<file path="src/rtl/sdas_pkg.sv">
// ----------------------------------------------------------------------------
// sdas_pkg
// Shared types and codes of the drill axis sequencer.
// ----------------------------------------------------------------------------
package sdas_pkg;

	localparam int CfgIndexW = 2;
	localparam int CfgDataW  = 16;
	localparam int InDataW   = 8;
	localparam int OutDataW  = 8;

	// Register indexes of the configuration port
	typedef enum logic [CfgIndexW-1:0] {
		REG_DRILL_STEP_LIMIT   = 2'd0,
		REG_JOG_BURST_STEPS    = 2'd1,
		REG_HALF_PERIOD_TICKS  = 2'd2,
		REG_RELEASE_POLL_TICKS = 2'd3
	} sdas_reg_t;

	localparam logic [15:0] DrillStepLimitRst   = 16'd6400;
	localparam logic [7:0]  JogBurstStepsRst    = 8'd50;
	localparam logic [7:0]  HalfPeriodTicksRst  = 8'd1;
	localparam logic [7:0]  ReleasePollTicksRst = 8'd10;

	// Remote command codes; anything above CMD_STOP is ignored
	localparam logic [2:0] CMD_FWD   = 3'd0;
	localparam logic [2:0] CMD_BACK  = 3'd1;
	localparam logic [2:0] CMD_DRILL = 3'd2;
	localparam logic [2:0] CMD_STOP  = 3'd3;

	typedef struct packed {
		logic [15:0] drill_step_limit;
		logic [7:0]  jog_burst_steps;
		logic [7:0]  half_period_ticks;
		logic [7:0]  release_poll_ticks;
	} sdas_cfg_t;

	typedef struct packed {
		logic [2:0] remote_cmd;
		logic       remote_valid;
		logic       end_switch_level;
		logic       drill_pressed;
		logic       back_pressed;
		logic       fwd_pressed;
	} sdas_item_t;

	typedef struct packed {
		logic [3:0] mode_now;
		logic       spindle_on;
		logic       dir_out;
		logic       step_out;
	} sdas_result_t;

endpackage

</file>
<file path="src/rtl/sdas_cfg_regs.sv">
// ----------------------------------------------------------------------------
// sdas_cfg_regs
// Configuration register file, written through a plain write port.
// ----------------------------------------------------------------------------
module sdas_cfg_regs (
	input  logic                          clk,
	input  logic                          arst_n,
	input  logic                          cfg_we,
	input  logic [sdas_pkg::CfgIndexW-1:0] cfg_index,
	input  logic [sdas_pkg::CfgDataW-1:0]  cfg_data,
	output sdas_pkg::sdas_cfg_t           cfg
);
	import sdas_pkg::*;

	sdas_cfg_t cfg_q;

	always_ff @(posedge clk or negedge arst_n) begin
		if (!arst_n) begin
			cfg_q.drill_step_limit   <= DrillStepLimitRst;
			cfg_q.jog_burst_steps    <= JogBurstStepsRst;
			cfg_q.half_period_ticks  <= HalfPeriodTicksRst;
			cfg_q.release_poll_ticks <= ReleasePollTicksRst;
		end else if (cfg_we) begin
			unique case (sdas_reg_t'(cfg_index))
				REG_DRILL_STEP_LIMIT:   cfg_q.drill_step_limit   <= cfg_data;
				REG_JOG_BURST_STEPS:    cfg_q.jog_burst_steps    <= cfg_data[7:0];
				REG_HALF_PERIOD_TICKS:  cfg_q.half_period_ticks  <= cfg_data[7:0];
				REG_RELEASE_POLL_TICKS: cfg_q.release_poll_ticks <= cfg_data[7:0];
				default: ;
			endcase
		end
	end

	assign cfg = cfg_q;

endmodule

</file>
<file path="src/rtl/sdas_core.sv">
// ----------------------------------------------------------------------------
// sdas_core
// Motion state registers and the per-tick next-state logic.
// ----------------------------------------------------------------------------
module sdas_core (
	input  logic                    clk,
	input  logic                    arst_n,
	input  logic                    advance,
	input  sdas_pkg::sdas_item_t    item,
	input  sdas_pkg::sdas_cfg_t     cfg,
	output sdas_pkg::sdas_result_t  result
);
	import sdas_pkg::*;

	typedef enum logic [3:0] {
		MODE_IDLE      = 4'd0,
		MODE_JOG_FWD   = 4'd1,
		MODE_JOG_BACK  = 4'd2,
		MODE_RMT_FWD   = 4'd3,
		MODE_RMT_BACK  = 4'd4,
		MODE_SEEK      = 4'd5,
		MODE_BACKOFF   = 4'd6,
		MODE_DESCEND   = 4'd7,
		MODE_STOP_WAIT = 4'd8
	} mode_t;

	localparam logic [1:0] AH_IDLE        = 2'd0;
	localparam logic [1:0] AH_DESCEND     = 2'd1;
	localparam logic [1:0] AH_SPINDLE_OFF = 2'd2;

	mode_t       mode_q,        mode_d;
	logic [1:0]  after_home_q,  after_home_d;
	logic        level_q,       level_d;
	logic [7:0]  tick_q,        tick_d;
	logic [15:0] step_cnt_q,    step_cnt_d;
	logic [7:0]  burst_q,       burst_d;
	logic        dir_q,         dir_d;
	logic        spindle_q,     spindle_d;
	logic        pend_valid_q,  pend_valid_d;
	logic [2:0]  pend_cmd_q,    pend_cmd_d;

	logic [7:0] half_m1;
	logic [7:0] poll_m1;
	logic [7:0] burst_len;
	logic       p_level;
	logic [7:0] p_tick;
	logic       boundary;
	logic       go;
	logic       f, b, d, sw;

	assign f  = item.fwd_pressed;
	assign b  = item.back_pressed;
	assign d  = item.drill_pressed;
	assign sw = item.end_switch_level;

	// zero-valued registers act as one
	assign half_m1   = (cfg.half_period_ticks == 8'd0) ? 8'd0 : cfg.half_period_ticks - 8'd1;
	assign poll_m1   = (cfg.release_poll_ticks == 8'd0) ? 8'd0 : cfg.release_poll_ticks - 8'd1;
	assign burst_len = (cfg.jog_burst_steps == 8'd0) ? 8'd1 : cfg.jog_burst_steps;

	// pulse generator advance; boundary marks the end of a low half period
	always_comb begin
		p_level  = level_q;
		p_tick   = tick_q;
		boundary = 1'b0;
		if (level_q) begin
			if (tick_q != 8'd0) begin
				p_tick = tick_q - 8'd1;
			end else begin
				p_level = 1'b0;
				p_tick  = half_m1;
			end
		end else if (tick_q != 8'd0) begin
			p_tick = tick_q - 8'd1;
		end else begin
			boundary = 1'b1;
		end
	end

	always_comb begin
		mode_d       = mode_q;
		after_home_d = after_home_q;
		level_d      = level_q;
		tick_d       = tick_q;
		step_cnt_d   = step_cnt_q;
		burst_d      = burst_q;
		dir_d        = dir_q;
		spindle_d    = spindle_q;
		pend_valid_d = pend_valid_q;
		pend_cmd_d   = pend_cmd_q;
		go           = 1'b0;

		// a newer command replaces one still pending
		if (item.remote_valid) begin
			pend_valid_d = 1'b1;
			pend_cmd_d   = item.remote_cmd;
		end

		unique case (mode_q)
			MODE_JOG_FWD, MODE_JOG_BACK: begin
				level_d = p_level;
				tick_d  = p_tick;
				if (boundary) begin
					if (burst_q == 8'd0) begin
						go = !pend_valid_d && ((mode_q == MODE_JOG_FWD) ?
							(f && !b) : (b && !f && !sw));
					end else begin
						go = 1'b1;
					end
					if (go) begin
						burst_d = ((burst_q == 8'd0) ? burst_len : burst_q) - 8'd1;
						level_d = 1'b1;
						tick_d  = half_m1;
					end else begin
						mode_d  = MODE_IDLE;
						level_d = 1'b0;
						tick_d  = 8'd0;
						burst_d = 8'd0;
					end
				end
			end
			MODE_RMT_FWD, MODE_RMT_BACK: begin
				level_d = p_level;
				tick_d  = p_tick;
				if (boundary) begin
					go = !pend_valid_d && !f && !b && !d && (mode_q == MODE_RMT_FWD || !sw);
					if (go) begin
						level_d = 1'b1;
						tick_d  = half_m1;
					end else begin
						mode_d  = MODE_IDLE;
						level_d = 1'b0;
						tick_d  = 8'd0;
						burst_d = 8'd0;
					end
				end
			end
			MODE_SEEK, MODE_BACKOFF: begin
				level_d = p_level;
				tick_d  = p_tick;
				if (boundary) begin
					go = !pend_valid_d && !f && !b && ((mode_q == MODE_SEEK) ? sw : !sw);
					if (go) begin
						level_d = 1'b1;
						tick_d  = half_m1;
					end else begin
						level_d = 1'b0;
						tick_d  = 8'd0;
						burst_d = 8'd0;
						if (mode_q == MODE_SEEK) begin
							dir_d  = 1'b1;
							mode_d = MODE_BACKOFF;
						end else if (after_home_q == AH_DESCEND) begin
							after_home_d = AH_IDLE;
							step_cnt_d   = 16'd0;
							dir_d        = 1'b0;
							mode_d       = MODE_DESCEND;
						end else begin
							if (after_home_q == AH_SPINDLE_OFF) begin
								spindle_d = 1'b0;
							end
							after_home_d = AH_IDLE;
							mode_d       = MODE_IDLE;
						end
					end
				end
			end
			MODE_DESCEND: begin
				level_d = p_level;
				tick_d  = p_tick;
				if (boundary) begin
					go = (step_cnt_q < cfg.drill_step_limit) &&
						!(step_cnt_q != 16'd0 && (f || b || pend_valid_d));
					if (go) begin
						step_cnt_d = step_cnt_q + 16'd1;
						level_d    = 1'b1;
						tick_d     = half_m1;
					end else begin
						after_home_d = AH_SPINDLE_OFF;
						dir_d        = 1'b0;
						mode_d       = MODE_SEEK;
						level_d      = 1'b0;
						tick_d       = 8'd0;
						burst_d      = 8'd0;
					end
				end
			end
			MODE_STOP_WAIT: begin
				level_d = 1'b0;
				if (tick_q != 8'd0) begin
					tick_d = tick_q - 8'd1;
				end else if (!f && !b) begin
					mode_d  = MODE_IDLE;
					tick_d  = 8'd0;
					burst_d = 8'd0;
				end else begin
					tick_d = poll_m1;
				end
			end
			default: begin
				// idle: pending remote command, then both buttons, fwd, back, drill
				after_home_d = AH_IDLE;
				mode_d       = MODE_IDLE;
				level_d      = 1'b0;
				tick_d       = 8'd0;
				burst_d      = 8'd0;
				if (pend_valid_d) begin
					pend_valid_d = 1'b0;
					if (pend_cmd_d == CMD_FWD || pend_cmd_d == CMD_BACK) begin
						spindle_d = 1'b1;
						dir_d     = (pend_cmd_d == CMD_BACK);
						mode_d    = (pend_cmd_d == CMD_BACK) ? MODE_RMT_BACK : MODE_RMT_FWD;
					end else if (pend_cmd_d == CMD_DRILL) begin
						spindle_d    = 1'b1;
						after_home_d = AH_DESCEND;
						dir_d        = 1'b0;
						mode_d       = MODE_SEEK;
					end else if (pend_cmd_d == CMD_STOP) begin
						spindle_d = 1'b0;
						mode_d    = MODE_STOP_WAIT;
					end
				end else if (f && b) begin
					spindle_d = 1'b0;
					mode_d    = MODE_STOP_WAIT;
				end else if (f || b) begin
					spindle_d = 1'b1;
					dir_d     = !f;
					mode_d    = f ? MODE_JOG_FWD : MODE_JOG_BACK;
				end else if (d) begin
					spindle_d    = 1'b1;
					after_home_d = AH_DESCEND;
					dir_d        = 1'b0;
					mode_d       = MODE_SEEK;
				end
			end
		endcase
	end

	always_ff @(posedge clk or negedge arst_n) begin
		if (!arst_n) begin
			mode_q       <= MODE_SEEK;
			after_home_q <= AH_IDLE;
			level_q      <= 1'b0;
			tick_q       <= 8'd0;
			step_cnt_q   <= 16'd0;
			burst_q      <= 8'd0;
			dir_q        <= 1'b0;
			spindle_q    <= 1'b0;
			pend_valid_q <= 1'b0;
			pend_cmd_q   <= 3'd0;
		end else if (advance) begin
			mode_q       <= mode_d;
			after_home_q <= after_home_d;
			level_q      <= level_d;
			tick_q       <= tick_d;
			step_cnt_q   <= step_cnt_d;
			burst_q      <= burst_d;
			dir_q        <= dir_d;
			spindle_q    <= spindle_d;
			pend_valid_q <= pend_valid_d;
			pend_cmd_q   <= pend_cmd_d;
		end
	end

	assign result.step_out   = level_d;
	assign result.dir_out    = dir_d;
	assign result.spindle_on = spindle_d;
	assign result.mode_now   = 4'(mode_d);

endmodule

</file>
<file path="src/rtl/sdas_out_skid.sv">
// ----------------------------------------------------------------------------
// sdas_out_skid
// Output register with a skid stage, so one transaction can be taken while
// the receiver stalls.
// ----------------------------------------------------------------------------
module sdas_out_skid (
	input  logic                   clk,
	input  logic                   arst_n,
	input  logic                   in_valid,
	output logic                   in_ready,
	input  sdas_pkg::sdas_result_t in_data,
	output logic                   out_valid,
	input  logic                   out_ready,
	output sdas_pkg::sdas_result_t out_data
);
	import sdas_pkg::*;

	logic         out_valid_q;
	sdas_result_t out_data_q;
	logic         skid_valid_q;
	sdas_result_t skid_data_q;

	assign in_ready = !skid_valid_q;

	always_ff @(posedge clk or negedge arst_n) begin
		if (!arst_n) begin
			out_valid_q  <= 1'b0;
			skid_valid_q <= 1'b0;
		end else if (!out_valid_q || out_ready) begin
			if (skid_valid_q) begin
				out_valid_q  <= 1'b1;
				skid_valid_q <= 1'b0;
			end else begin
				out_valid_q <= in_valid;
			end
		end else if (in_valid && in_ready) begin
			skid_valid_q <= 1'b1;
		end
	end

	always_ff @(posedge clk) begin
		if (!out_valid_q || out_ready) begin
			out_data_q <= skid_valid_q ? skid_data_q : in_data;
		end else if (in_valid && in_ready) begin
			skid_data_q <= in_data;
		end
	end

	assign out_valid = out_valid_q;
	assign out_data  = out_data_q;

endmodule

</file>
<file path="src/rtl/stepper_drill_axis_sequencer.sv">
// ----------------------------------------------------------------------------
// stepper_drill_axis_sequencer
// Drill axis sequencer: jogging, homing, drill cycle and stop for a stepper
// axis with spindle motor, one tick per input transaction.
// ----------------------------------------------------------------------------
// Each transaction on s_axis is one timer tick carrying button states, the
// end switch level and an optional remote command. Each tick yields exactly
// one transaction on m_axis with step, direction, spindle and current mode.
// Registers must be written by the user through cfg_we / cfg_index / cfg_data
// only while idle; the block does not enforce it. Throughput: one tick per
// cycle while m_axis does not stall; the motion state update is a single
// combinational pass from the state registers into the output register.
// When m_axis stalls, one more tick is taken into the skid stage and then
// s_axis_tready drops until the receiver drains it.
// Reset (arst_n low) loads the register defaults and starts in homing seek
// with the spindle off and no remote command pending.
// ----------------------------------------------------------------------------
module stepper_drill_axis_sequencer (
	input  logic                          clk,
	input  logic                          arst_n,
	input  logic                          s_axis_tvalid,
	output logic                          s_axis_tready,
	// [0] fwd_pressed, [1] back_pressed, [2] drill_pressed,
	// [3] end_switch_level, [4] remote_valid, [7:5] remote_cmd
	input  logic [sdas_pkg::InDataW-1:0]  s_axis_tdata,
	output logic                          m_axis_tvalid,
	input  logic                          m_axis_tready,
	// [0] step_out, [1] dir_out, [2] spindle_on, [6:3] mode_now, [7] zero
	output logic [sdas_pkg::OutDataW-1:0] m_axis_tdata,
	input  logic                          cfg_we,
	input  logic [sdas_pkg::CfgIndexW-1:0] cfg_index,
	input  logic [sdas_pkg::CfgDataW-1:0]  cfg_data
);
	import sdas_pkg::*;

	sdas_cfg_t    cfg;
	sdas_item_t   item;
	sdas_result_t result;
	sdas_result_t out_result;
	logic         accept;

	assign item   = sdas_item_t'(s_axis_tdata);
	assign accept = s_axis_tvalid && s_axis_tready;

	sdas_cfg_regs u_cfg (
		.clk       (clk),
		.arst_n    (arst_n),
		.cfg_we    (cfg_we),
		.cfg_index (cfg_index),
		.cfg_data  (cfg_data),
		.cfg       (cfg)
	);

	sdas_core u_core (
		.clk     (clk),
		.arst_n  (arst_n),
		.advance (accept),
		.item    (item),
		.cfg     (cfg),
		.result  (result)
	);

	sdas_out_skid u_out (
		.clk       (clk),
		.arst_n    (arst_n),
		.in_valid  (s_axis_tvalid),
		.in_ready  (s_axis_tready),
		.in_data   (result),
		.out_valid (m_axis_tvalid),
		.out_ready (m_axis_tready),
		.out_data  (out_result)
	);

	assign m_axis_tdata = {1'b0, out_result};

endmodule

</file>
<file path="config.mk">
export PLATFORM = sky130hd
export DESIGN_NAME = stepper_drill_axis_sequencer
export DESIGN_NICKNAME = d
export VERILOG_FILES = /design/src/rtl/sdas_pkg.sv /design/src/rtl/sdas_cfg_regs.sv /design/src/rtl/sdas_core.sv /design/src/rtl/sdas_out_skid.sv /design/src/rtl/stepper_drill_axis_sequencer.sv
export SDC_FILE = /design/constraint.sdc
export NUM_CORES = 1
export LEC_CHECK = 0
export BUFFER_PORTS_ARGS = -buffer_cell sky130_fd_sc_hd__buf_4
export CORE_MARGIN = 2
export CORE_UTILIZATION = 60
export DETAILED_ROUTE_END_ITERATION = 8
export GPL_TIMING_DRIVEN = 0
export HOLD_SLACK_MARGIN = 0.06
export PLACE_DENSITY = 0.79
export SLEW_MARGIN = 10
export SYNTH_ARGS = -nofsm -noshare
export SYNTH_HDL_FRONTEND = slang
export SYNTH_HIERARCHICAL = 1
export SYNTH_SLANG_ARGS = --single-unit
</file>
<file path="constraint.sdc">
create_clock -name clk -period 4.1 [get_ports clk]
set_input_delay 0.205 -clock clk [delete_from_list [all_inputs] [get_ports clk]]
set_output_delay 0.205 -clock clk [all_outputs]
set_load 0.02 [all_outputs]
</file>
==> results.md <==
* PostCTS Resize Cnt at 0
* Port bufs at 38
* Routed vias/inst at 6.466
* Total CTS buffers at 9
* RSZ-0062 raised after global routing: no
* Standby leakage power at between 0.003 and 0.004 uW
* EDFF count, synth at 14
* Start point of the critical path: u_core/tick_q[0]
* Post-synthesis mux area share at a little over a tenth
* Hold Crit Depth at 2
* Max-slew violations at 0
* Routability cong. at 1.037
* Adder-Cell Fraction of Synth Area at roughly 4.6%
* Layout cells sized above 1 at between 10% and 20%
* DR iter-0 viols at 590
* Area contributors post-synth: dfrtp_1 (29%), mux2_2 (8.2%), edfxtp_1 (6.5%)
* Syn Area/Cell at 9.406 um2
* Final cycle utilization of the critical path at a little over nine tenths
* Setup bufs post-CTS at 0
* Setup crit end kind: flip-flop
* Post-Syn Area at between 0.006 and 0.007 mm2
* First-pass GRT wire length at between 20 and 30 mm
* Status: completed
* Synth Area in Compound Gates at between 15 and 20%
* Most frequent cells after synthesis: dfrtp_1 (76), nand2_1 (63), nor2_1 (53)
* ANT cells at 0
* CTS Sinks at ~100
* First-pass DRT Iterations at 7
* Endpoints failing setup at 0
* Area of the multi-input gates at ~0.0036 mm2
* Yosys cell types at 68
* RR Startpoint: u_core/tick_q[0]
* Final wirelength at roughly 17 mm
* Overall power at 4824 uW
* Peak VDD IR at roughly 0.39 mV
* Most common cell in the netlist: dfrtp_1
* Worst Hold Slack at 0.08365 ns
* Register area share after synthesis at approximately 40%
* Initial cell density of the core at ~62%
* Number of remaining DRC errors at 0
* Nets at 800
* Post-synthesis sequential element count at around 100
* IO Pins at roughly 40
* Max cap viols at 0
* Clk_lat worst skew at 0.39 ns
* Hold_sp: cfg_data[6]
* Critical Path Start Type: flip-flop
* Final hold viol count at 0
* Synth warnings at 6
* Largest family of logic cells by synthesized area: compound AO/OA/AOI/OAI gates
* Reg area at approximately 0.0026 mm2
* GRT Total Usage at between 30% and 40%
* CTS max path bufs at 2
* Largest net degree at the start of global routing at between 80 and 90
* Core area at 0.01037 mm2
* Tmin final at ~3.9 ns
* Post-detail-place hpwl at about 12 mm
* Mapped Cells at approximately 690
* Simple-Gate Fraction of Synth Area at between 10% and 20%
* Synth top area share at 29.47%
* Die W at about 110 um
* Fillers at a little over 800
* Mapped Nets at between 700 and 800
* H-Tree Depth at 3
* Async set-or-reset flop fraction in the synthesized netlist at between 80% and 90%
* Required @ worst endpoint at roughly 4.3 ns
* Reg2Reg Depth at 9
* Global route overflow at 0
* Clock skew at ~0.0098 ns
* Chip height at around 110 um
* Setup TNS at 0 ns
* CP Class: flip-flop to flip-flop
* CTS tree: yes
* Most used DFF post-synth: dfrtp_1
* HP Class: input port to flip-flop
* Clock slew at reported path FFs at approximately 0.10 ns
* Worst slew margin at 18.74%
* Fmax at 0.2589 GHz
* WL/cell at around 19 um
* Row count at 37
* Worst-Margin Slew at about 1.2 ns
* Number of global-route vias before repair at approximately 5,400
* Die Area at 0.01160 mm2
* Synth-to-layout area growth at 12.33%
* Critical path peak fanout at 10
* Vias at roughly 5,700
* Clock Tree Root: clkbuf_8
* PD cells at 665.5 mW/mm2
* Critical Path AT at roughly 4 ns
* DRT antenna net count at 0
* Post-Synth XOR/XNOR Area at under 10%
* Largest area contributor in the netlist: dfrtp_1
* Initial antenna violation count at 0
[layout by cell type (no fill, tap or decap), drive strengths merged, types with 12 or more instances in the layout]
master,instances
a31oi,14
buf,50
clkbuf,33
a21oi,41
o21ai,45
edfxtp,14
dfrtp,76
ha,23
nor2,53
or4,13
inv,34
nand3,19
nand2,63
nor3,12
mux2,54
[flip-flops by register name, indices dropped and copies added (netlist names), 2 cells and up]
signal	flops
u_out/skid_data_q	7
u_core/tick_q	8
u_core/pend_cmd_q	3
u_core/mode_q	4
u_out/out_data	7
u_cfg/cfg	40
u_core/after_home_q	2
u_core/burst_q	8
u_core/step_cnt_q	16
[cell type report]
class	count	area share, %
inverters	32	1.657
clock buffers	11	2.244
plain buffers	34	2.417
well taps	136	2.348
multi-input cells	519	49.01
flip-flops and latches	101	36.03
repair buffers	49	5.455
clock inverters	5	0.8458
[worst max-delay path, cell delays in order, from the launching register on]
cell and delay, ns:
dfrtp_1 0.44, inv_1 0.12, ha_1 0.19, or3b_2 0.46, nor3_1 0.93, o21ai_0 0.23, a21oi_1 0.64, a21oi_1 0.18
buf_4 0.19, mux2_4 0.25
[worst paths after layout]
check	endpoint	slack (ns)
min in group asynchronous	u_core/burst_q[7]	0.54
worst min-delay path	u_cfg/cfg[22]	0.08
worst max register to register	u_out/out_data[0]	0.24
worst min register to register	u_cfg/cfg[38]	0.52
worst max-delay path	u_out/out_data[0]	0.24
max in group asynchronous	u_core/step_cnt_q[9]	2.84
[kinds of logic after synthesis]
kind of cell,after synthesis
AND/OR/NAND/NOR,229
AO/OA/AOI/OAI,185
flip-flops,101
buffers and inverters,66
multiplexers,59
adder cells (fa/ha/maj),24
XOR/XNOR,21
other,1
[layer usage]
layer	wire length (um)	track usage, %	vias up	share of wire (%)
li1	-	-	2652	-
met1	7211	38.94	2773	43
met2	8169	49.87	265	48
met3	1082	5.448	45	6.4
met4	448	12.00	0	2.6
met5	0	0	-	0
[stage by stage]
step | utilization [%] | std cells | worst slack [ns] | instance area (um2)
floorplan | - | 686 | 1.037 | 6452
global placement | 66.61 | 860 | 0.4221 | 6908
detailed placement | 66.61 | 860 | 0.3887 | 6908
CTS | 69.84 | 887 | 0.3780 | 7242
global route | 69.90 | 887 | 0.04630 | 7248
finish | 69.90 | 887 | 0.2377 | 7248
[repair_timing]
action / in CTS / in global routing
hold buffers: 11 / 0
endpoints found under the setup margin: 0 / 0
hold endpoints to repair: 61 / 0
[power by group]
group          total (uW)  leakage, uW  internal (uW)  switching (uW)
Combinational        2600      0.00177           1020            1570
Clock                 705     0.000117            342             363
Sequential           1520      0.00121           1310             208
Note: power is estimated with default switching activity, not from simulation.
